File: src/sv/lsc_pkg.sv
// lsc_pkg: shared types, codes and constants for the layered sticker compositor
// no dependencies; imported by lsc_ctrl, lsc_datapath and layered_sticker_compositor

package lsc_pkg;

   localparam int MAX_STICKERS_DEF = 8;
   localparam int CANVAS_DIM_DEF   = 256;

   // command codes
   localparam logic [2:0] CMD_SET_BASE  = 3'd0;
   localparam logic [2:0] CMD_ADD       = 3'd1;
   localparam logic [2:0] CMD_MOVE      = 3'd2;
   localparam logic [2:0] CMD_REMOVE    = 3'd3;
   localparam logic [2:0] CMD_PIX_WRITE = 3'd4;
   localparam logic [2:0] CMD_PIX_READ  = 3'd5;
   localparam logic [2:0] CMD_CLEAR     = 3'd6;

   // result status codes
   localparam logic [1:0] RS_DONE   = 2'd0;
   localparam logic [1:0] RS_REJECT = 2'd1;
   localparam logic [1:0] RS_SKIP   = 2'd2;
   localparam logic [1:0] RS_CLIP   = 2'd3;

   localparam logic [8:0]  SIZE_CAP    = 9'd256;
   localparam logic [8:0]  HUE_WRAP    = 9'd360;
   localparam logic [32:0] WHITE_PIXEL = {8'd255, 8'd255, 8'd0, 9'd0};

   typedef struct packed {
      logic [2:0] command;
      logic [3:0] layer;
      logic [7:0] pos_x;
      logic [7:0] pos_y;
      logic [8:0] size_w;
      logic [8:0] size_h;
      logic [7:0] col;
      logic [7:0] row;
      logic [8:0] hue;
      logic [7:0] sat;
      logic [7:0] light;
      logic [7:0] alpha;
   } lsc_req_type;

   typedef struct packed {
      logic [1:0] status;
      logic [3:0] slot;
      logic [8:0] out_hue;
      logic [7:0] out_sat;
      logic [7:0] out_light;
      logic [7:0] out_alpha;
      logic [8:0] canvas_w;
      logic [8:0] canvas_h;
   } lsc_rsp_type;

   typedef struct packed {
      logic [7:0] x;
      logic [7:0] y;
      logic [8:0] w;
      logic [8:0] h;
   } lsc_slot_type;

   // controller to datapath
   typedef struct packed {
      logic capture;
      logic exec;
      logic add_step;
      logic shift_step;
      logic mem_access;
      logic clear_step;
      logic scan_init;
      logic scan_step;
   } lsc_ctl_type;

   // datapath to controller
   typedef struct packed {
      logic [2:0] cmd;
      logic       shift_go;
      logic       dirty;
      logic       add_done;
      logic       shift_last;
      logic       scan_last;
      logic       clear_last;
   } lsc_sts_type;

endpackage

File: src/sv/lsc_ctrl.sv
// lsc_ctrl: sequencing state machine for the layered sticker compositor
// depends on lsc_pkg; drives lsc_datapath through lsc_ctl_type commands

module lsc_ctrl
   import lsc_pkg::*;
(
   input  logic        clock,
   input  logic        reset,
   input  logic        start,
   output logic        busy,
   output logic        rsp_strobe,
   input  lsc_sts_type sts,
   output lsc_ctl_type ctl
);

   localparam logic [2:0] ST_IDLE  = 3'd0;
   localparam logic [2:0] ST_EXEC  = 3'd1;
   localparam logic [2:0] ST_ADD   = 3'd2;
   localparam logic [2:0] ST_SHIFT = 3'd3;
   localparam logic [2:0] ST_MEM   = 3'd4;
   localparam logic [2:0] ST_CLEAR = 3'd5;
   localparam logic [2:0] ST_SCAN  = 3'd6;
   localparam logic [2:0] ST_RESP  = 3'd7;

   logic [2:0] state_ff, state_in;
   logic       pend_ff, pend_in;
   logic [2:0] finish_state;

   // after the work of an item: refresh the size report if the table changed
   assign finish_state = sts.dirty ? ST_SCAN : ST_RESP;

   always_comb begin
      state_in = state_ff;
      pend_in  = pend_ff;
      unique case (state_ff)
         ST_IDLE: begin
            if (start) begin
               state_in = ST_EXEC;
               pend_in  = 1'b1;
            end
         end
         ST_EXEC: begin
            unique case (sts.cmd)
               CMD_SET_BASE, CMD_MOVE:       state_in = ST_SCAN;
               CMD_ADD:                      state_in = ST_ADD;
               CMD_REMOVE:                   state_in = sts.shift_go ? ST_SHIFT : ST_SCAN;
               CMD_PIX_WRITE, CMD_PIX_READ:  state_in = ST_MEM;
               CMD_CLEAR:                    state_in = ST_CLEAR;
               default:                      state_in = finish_state;
            endcase
         end
         ST_ADD: begin
            if (sts.add_done) state_in = ST_SCAN;
         end
         ST_SHIFT: begin
            if (sts.shift_last) state_in = ST_SCAN;
         end
         ST_MEM: begin
            state_in = finish_state;
         end
         ST_CLEAR: begin
            if (sts.clear_last) state_in = pend_ff ? finish_state : ST_IDLE;
         end
         ST_SCAN: begin
            if (sts.scan_last) state_in = ST_RESP;
         end
         ST_RESP: begin
            state_in = ST_IDLE;
            pend_in  = 1'b0;
         end
      endcase
   end

   always_ff @(posedge clock) begin
      if (reset) begin
         state_ff <= ST_CLEAR;
         pend_ff  <= 1'b0;
      end else begin
         state_ff <= state_in;
         pend_ff  <= pend_in;
      end
   end

   assign busy       = (state_ff != ST_IDLE);
   assign rsp_strobe = (state_ff == ST_RESP);

   always_comb begin
      ctl            = '0;
      ctl.capture    = (state_ff == ST_IDLE) && start;
      ctl.exec       = (state_ff == ST_EXEC);
      ctl.add_step   = (state_ff == ST_ADD);
      ctl.shift_step = (state_ff == ST_SHIFT);
      ctl.mem_access = (state_ff == ST_MEM);
      ctl.clear_step = (state_ff == ST_CLEAR);
      ctl.scan_step  = (state_ff == ST_SCAN);
      ctl.scan_init  = (state_in == ST_SCAN) && (state_ff != ST_SCAN);
   end

endmodule

File: config.mk
export PLATFORM = sky130hd
export DESIGN_NAME = lsc_ctrl
export DESIGN_NICKNAME = d
export VERILOG_FILES = /design/src/sv/lsc_pkg.sv /design/src/sv/lsc_ctrl.sv
export SDC_FILE = /design/constraint.sdc
export NUM_CORES = 1
export LEC_CHECK = 0
export ABC_AREA = 1
export BUFFER_PORTS_ARGS = -buffer_cell sky130_fd_sc_hd__buf_4
export CAP_MARGIN = 15
export CORE_AREA = 2 2 39 41
export DETAILED_ROUTE_END_ITERATION = 10
export DIE_AREA = 0 0 41 43
export GPL_TIMING_DRIVEN = 0
export PLACE_DENSITY = 0.66
export REMOVE_ABC_BUFFERS = 1
export SYNTH_ARGS = -nofsm -noshare
export SYNTH_HDL_FRONTEND = slang
export SYNTH_SLANG_ARGS = --single-unit
File: constraint.sdc
create_clock -name clock -period 1.05 [get_ports clock]
set_input_delay 0.21 -clock clock [delete_from_list [all_inputs] [get_ports clock]]
set_output_delay 0.21 -clock clock [all_outputs]
set_load 0.005 [all_outputs]
==> results of run 1 <==
[cell type report]
| class | count | area (um^2) |
|---|---|---|
| flip-flops and latches | 4 | 91.34 |
| well taps | 16 | 20.02 |
| multi-input cells | 58 | 327.8 |
| repair buffers | 27 | 237.7 |
| inverters | 14 | 62.56 |
| fillers | 148 | 621.8 |
| clock buffers | 3 | 22.52 |
[flip-flops by register name, summed over array words and instances (netlist names)]
register  count
state_ff      3
pend_ff       1
[synth_stat cells, drive strengths merged]
cell / count
nor2: 12
nand2: 28
nor3: 1
dfxtp: 4
clkinv: 1
and2: 1
nand3: 6
buf: 3
o21ai: 4
nand4: 4
inv: 13
a21oi: 2
[critical path, stage by stage (launching register included)]
cell	delay (ns)
dfxtp_4	0.38
buf_6	0.14
nand4_1	0.08
nand2_1	0.06
nor2_2	0.14
nand2_1	0.07
nand2_1	0.08
nor2_2	0.03
buf_4	0.12
[per-stage QoR]
stage	std cells	setup WS, ns	hold slack, ns
final	122	-0.5027	0.1311
after global routing	122	-0.5871	0.1242
after CTS	119	-0.5075	0.1218
after detailed placement	113	-0.5600	0.3773
after global placement	113	-0.5684	0.3757
after floorplan	76	-0.3271	0.2791
[cell usage in the layout (no fill, tap or decap), types with 2 or more instances in the layout]
master / instances
buf_4: 20
buf_6: 6
nand3_1: 4
a21oi_1: 2
clkbuf_4: 3
inv_1: 10
dfxtp_4: 3
nand2_2: 2
o21ai_0: 3
nand2_1: 23
nand2_4: 3
nand3_2: 2
nor2_1: 4
inv_4: 2
nand4_1: 4
nor2_4: 2
nor2_2: 5
[path summary, 6_finish.rpt]
check	from	endpoint	slack [ns]	depth (start not counted)
max	state_ff[1]$_SDFF_PP0_	ctl[1]	-0.50	8
min	reset	pend_ff$_SDFFE_PP0P_	0.13	2
min reg2reg	pend_ff$_SDFFE_PP0P_	pend_ff$_SDFFE_PP0P_	0.50	2
max reg2reg	state_ff[2]$_SDFF_PP1_	state_ff[0]$_SDFF_PP1_	0.01	6
[metal layers]
layer | vias up | global-route usage (%)
met5 | - | 0
met4 | 0 | 4.000
met3 | 4 | 6.806
met2 | 25 | 22.19
met1 | 232 | 17.68
li1 | 298 | -
[where the power goes]
part / switching (uW) / internal, uW / total [uW] / leakage, uW
clock network: 62.5 / 128 / 190 / 0.0000138
logic: 542 / 608 / 1150 / 0.000378
registers: 184 / 234 / 417 / 0.0000341
[cells by family (layout without fill, tap and decap cells)]
group | after synthesis | count (layout) | share of synthesized area, %
AND/OR/NAND/NOR | 52 | 52 | 58.42
buffers and inverters | 17 | 44 | 18.42
AO/OA/AOI/OAI | 6 | 6 | 6.316
flip-flops | 4 | 4 | 16.84
[timing repair]
item                       CTS  global route
buffers inserted             3             3
setup endpoints to repair   14            12
pin swaps                    2             6
resized for setup           17             7
==> flow_summary.json, run 1 <==
{
  "outcome": "finished with violations",
  "violations": "setup timing",
  "fin_area_um2": 762.0,
  "clk_path_buf_depth": 2,
  "diodes": 0,
  "netlist_instances": 79,
  "cp.arrival_ns": 1.34,
  "syn_to_final_growth_pct": 60.26,
  "ys_seq_elements": 4,
  "fp.coreArea_mm2": 0.001384,
  "cts-buffers-inserted": 3,
  "powerDensity_mw_per_mm2": 2306,
  "routabilityCongestion": 0.7368,
  "fmax_mhz": 644.0,
  "dieArea_mm2": 0.001763,
  "start_kind": "flop",
  "synth.top_cell.area_share_pct": 18.16,
  "htreeDepth": 1,
  "io_pins": 22,
  "cts_tree": "yes",
  "p_leak_uw": 0.0004258,
  "portBuffers": 21,
  "ant_nets": 0,
  "endpoint_kind": "output pin",
  "finalSetupTns_ns": -2.015,
  "initial_core_util_pct": 34.36,
  "worstHoldPathType": "primary input to flop",
  "drt_pass1_iterations": 4,
  "ctsHoldBuffers": 0,
  "drt-total-wl_mm": 1.161,
  "drive_gt1_share_pct": 49.06,
  "postSynthAreaPerCell_um2": 6.018,
  "drt_iter0_markers": 9,
  "grtUsageTotal_pct": 14.56,
  "synth_area_leaders": "nand2_1 (18%), dfxtp_1 (17%), inv_1 (7.9%)",
  "peakVddDrop_uv": 1524,
  "cts-root-buf": "clkbuf_4",
  "clock-sinks": 4,
  "placed_cell_area_um2": 619.3,
  "wl_met2_um": 536,
  "finalClockSkew_ns": 0.005000,
  "post-route-util_pct": 55.06,
  "wl_met3_um": 102,
  "vias": 559,
  "yosysSeqAreaShare_pct": 16.84,
  "slew_viol_final": 0,
  "clk_pin_slew_ns": 0.04,
  "tightest_slew_ns": 0.2258,
  "nNetsFinal": 120,
  "setup_viol": 10,
  "final_hold_viol_count": 0,
  "path_class": "flop to output pin",
  "max-cap-violations": 0,
  "yosys_warnings": 0,
  "fp.dieW_um": 41,
  "grt_pass1_vias": 445,
  "cp.required_ns": 0.84,
  "dp_hpwl_um": 871.5,
  "synth.distinct_cells": 19,
  "drc": 0,
  "viasPerCell": 4.582,
  "num_rows": 14,
  "synth_area_leader_cell": "nand2_1",
  "clock_latency_ns": 0.24,
  "min_period_ns": 1.553,
  "setup_slack_ns": -0.5027,
  "finalCritPeriodShare_pct": 147.9,
  "grt_pass1_wl_mm": 1.738,
  "synthesis.area_um2": 475.5,
  "antenna_found_initial": 0,
  "die_h_um": 43,
  "route.detailed.wl_per_inst_um": 9.516,
  "top_layer": "met4",
  "power_uw": 1757,
  "slew_headroom_pct": 84.79,
  "grt_overflow": 0,
  "crit_path_max_fanout": 6,
  "rsz0062_at_grt": "yes",
  "grt_max_degree": 11,
  "met1_length_um": 502
}
Power figures use the tool's default switching activity.
==> inputs of run 2 (changes only) <==
REMOVE_ABC_BUFFERS = not set   (was 1)
==> run 2 against run 1 <==
  * The flow still finishes with violations (setup timing)
  * Clock-buffer cell count stayed put
  * Worst setup slack worse by 0.027 ns
  * Total power is 8.2% higher
  * Sequential share of layout area is 1.6 points lower
  * Design area is 5.9% higher
  * Critical endpoint unchanged
==> flow_summary.json, run 2 (synthesized netlist as in run 1, its figures left out) <==
{
  "outcome": "finished with violations",
  "violations": "setup timing",
  "tightest_slew_ns": 0.2617,
  "grt_overflow": 0,
  "htreeDepth": 1,
  "largest_reg_flops": 3,
  "syn_to_final_growth_pct": 69.74,
  "finalSetupTns_ns": -2.479,
  "ff_latch_area_um2": 83.83,
  "internal_power_uw": 1045,
  "slew_viol_final": 0,
  "fill_cells": 139,
  "final_hold_viol_count": 0,
  "cp.required_ns": 0.84,
  "nNetsFinal": 124,
  "max-cap-violations": 0,
  "start_kind": "flop",
  "initial_core_util_pct": 34.36,
  "setup_slack_ns": -0.5292,
  "clock_latency_ns": 0.23,
  "holdWs_ns": 0.1472,
  "p_leak_uw": 0.0004450,
  "routabilityCongestion": 0.7044,
  "ctsHoldBuffers": 0,
  "io_pins": 22,
  "fp.dieW_um": 41,
  "switchingPower_uw": 855.8,
  "sw_frac_of_total_pct": 45.02,
  "drt_iter0_markers": 6,
  "synth_nets": 91,
  "reg.largest.list": "state_ff: 3 flops, pend_ff: 1 flops",
  "rsz0062_at_grt": "yes",
  "cts-buffers-inserted": 3,
  "endpoint_kind": "output pin",
  "finalCritPeriodShare_pct": 150.4,
  "multi_input_area_um2": 360.3,
  "grtUsageTotal_pct": 15.85,
  "grt_pass1_vias": 491,
  "cp.arrival_ns": 1.37,
  "viasPerCell": 4.627,
  "peakVddDrop_uv": 1231,
  "grt_max_degree": 9,
  "diodes": 0,
  "min_period_ns": 1.579,
  "drc": 0,
  "dp_hpwl_um": 910.9,
  "pwr-share-clk_pct": 9.8,
  "route.detailed.wl_per_inst_um": 10.05,
  "clk_pin_slew_ns": 0.04,
  "crit_path_max_fanout": 5,
  "vias": 583,
  "fmax_mhz": 633.2,
  "finalClockSkew_ns": 0.005595,
  "ant_nets": 0,
  "cts_tree": "yes",
  "num_rows": 14,
  "clock-sinks": 4,
  "seqPwrFrac_pct": 13.2,
  "path_class": "flop to output pin",
  "grt_pass1_wl_mm": 1.980,
  "worstHoldPathType": "primary input to flop",
  "clk_path_buf_depth": 2,
  "drt-total-wl_mm": 1.266,
  "slew_headroom_pct": 82.42,
  "die_h_um": 43,
  "dieArea_mm2": 0.001763,
  "fp.coreArea_mm2": 0.001384,
  "final_cell_mix": "buf_4 (22), nand2_1 (18), inv_1 (10), nand2_2 (8)",
  "drt_pass1_iterations": 4,
  "comb_power_share_pct": 76.9,
  "antenna_found_initial": 0,
  "cts-root-buf": "clkbuf_4",
  "layout_commonest_cell": "buf_4",
  "powerDensity_mw_per_mm2": 2355,
  "drive_gt1_share_pct": 58.18,
  "setup_viol": 13,
  "largest-register": "state_ff",
  "portBuffers": 21
}
run 2: changes by cell type in the layout (fill, tap and decap cells not counted), sizes merged:
cell  change
buf       +4
run 2: cell type report:
class / instances / share of cell area, %
clock buffer: 3 / 2.791
timing repair buffer: 28 / 27.29
tap: 16 / 2.481
sequential: 4 / 10.39
inverter: 14 / 7.287
multi-input combinational: 58 / 44.65
buffer: 3 / 5.116
run 2: power groups by stage:
stage          Sequential [uW]  Clock, uW  Combinational (uW)
6_report                   252        187                1460
5_1_grt                    257        206                1580
4_1_cts                    241        189                1210
3_5_place_dp               229          0                1110
3_3_place_gp               227          0                1110
2_1_floorplan              224          0                 799
run 2: path summary, 6_finish.rpt:
check                              start                     end  slack [ns]  cells after the start
setup reg to reg  state_ff[0]$_SDFF_PP1_  state_ff[1]$_SDFF_PP0_       -0.07                      9
setup / recovery  state_ff[2]$_SDFF_PP1_                  ctl[1]       -0.53                     10
hold / removal                     reset    pend_ff$_SDFFE_PP0P_        0.15                      2
hold reg to reg     pend_ff$_SDFFE_PP0P_    pend_ff$_SDFFE_PP0P_        0.50                      2
run 2: repair_timing:
item	4_1_cts	5_1_grt
endpoints found under the setup margin	11	14
gates cloned	2	0
gates resized for setup	9	19
setup buffers	1	4
pin swaps	1	9
run 2: per-layer routing:
| layer | GRT usage (%) | vias to the layer above | share of wire (%) | wire length [um] |
|---|---|---|---|---|
| met5 | 0 | - | 0 | 0 |
| met4 | 4.000 | 0 | 0 | 0 |
| met3 | 3.141 | 0 | 4.8 | 61 |
| met2 | 25.00 | 16 | 54 | 681 |
| met1 | 21.15 | 259 | 41 | 524 |
| li1 | - | 308 | - | - |
run 2: critical path: stages, from the launching register on:
cell and delay [ns]:
dfxtp_2 0.33, buf_6 0.14, nand2_4 0.07, nor2_8 0.13
nand2_2 0.06, nand2_2 0.08, nor2_4 0.04, nand2_1 0.05
nand2_1 0.06, nor2_2 0.07, buf_4 0.11
run 2: through the flow:
stage	worst slack, ns	total power [uW]	instance area, um^2	utilization, %	std cells
6_report	-0.5292	1901	807.0	58.32	126
5_1_grt	-0.6020	2046	807.0	58.32	126
4_1_cts	-0.5131	1637	720.7	52.08	122
3_5_place_dp	-0.2907	1338	653.1	47.20	116
3_3_place_gp	-0.2865	1333	653.1	47.20	116
2_1_floorplan	-0.1086	1024	475.5	-	79
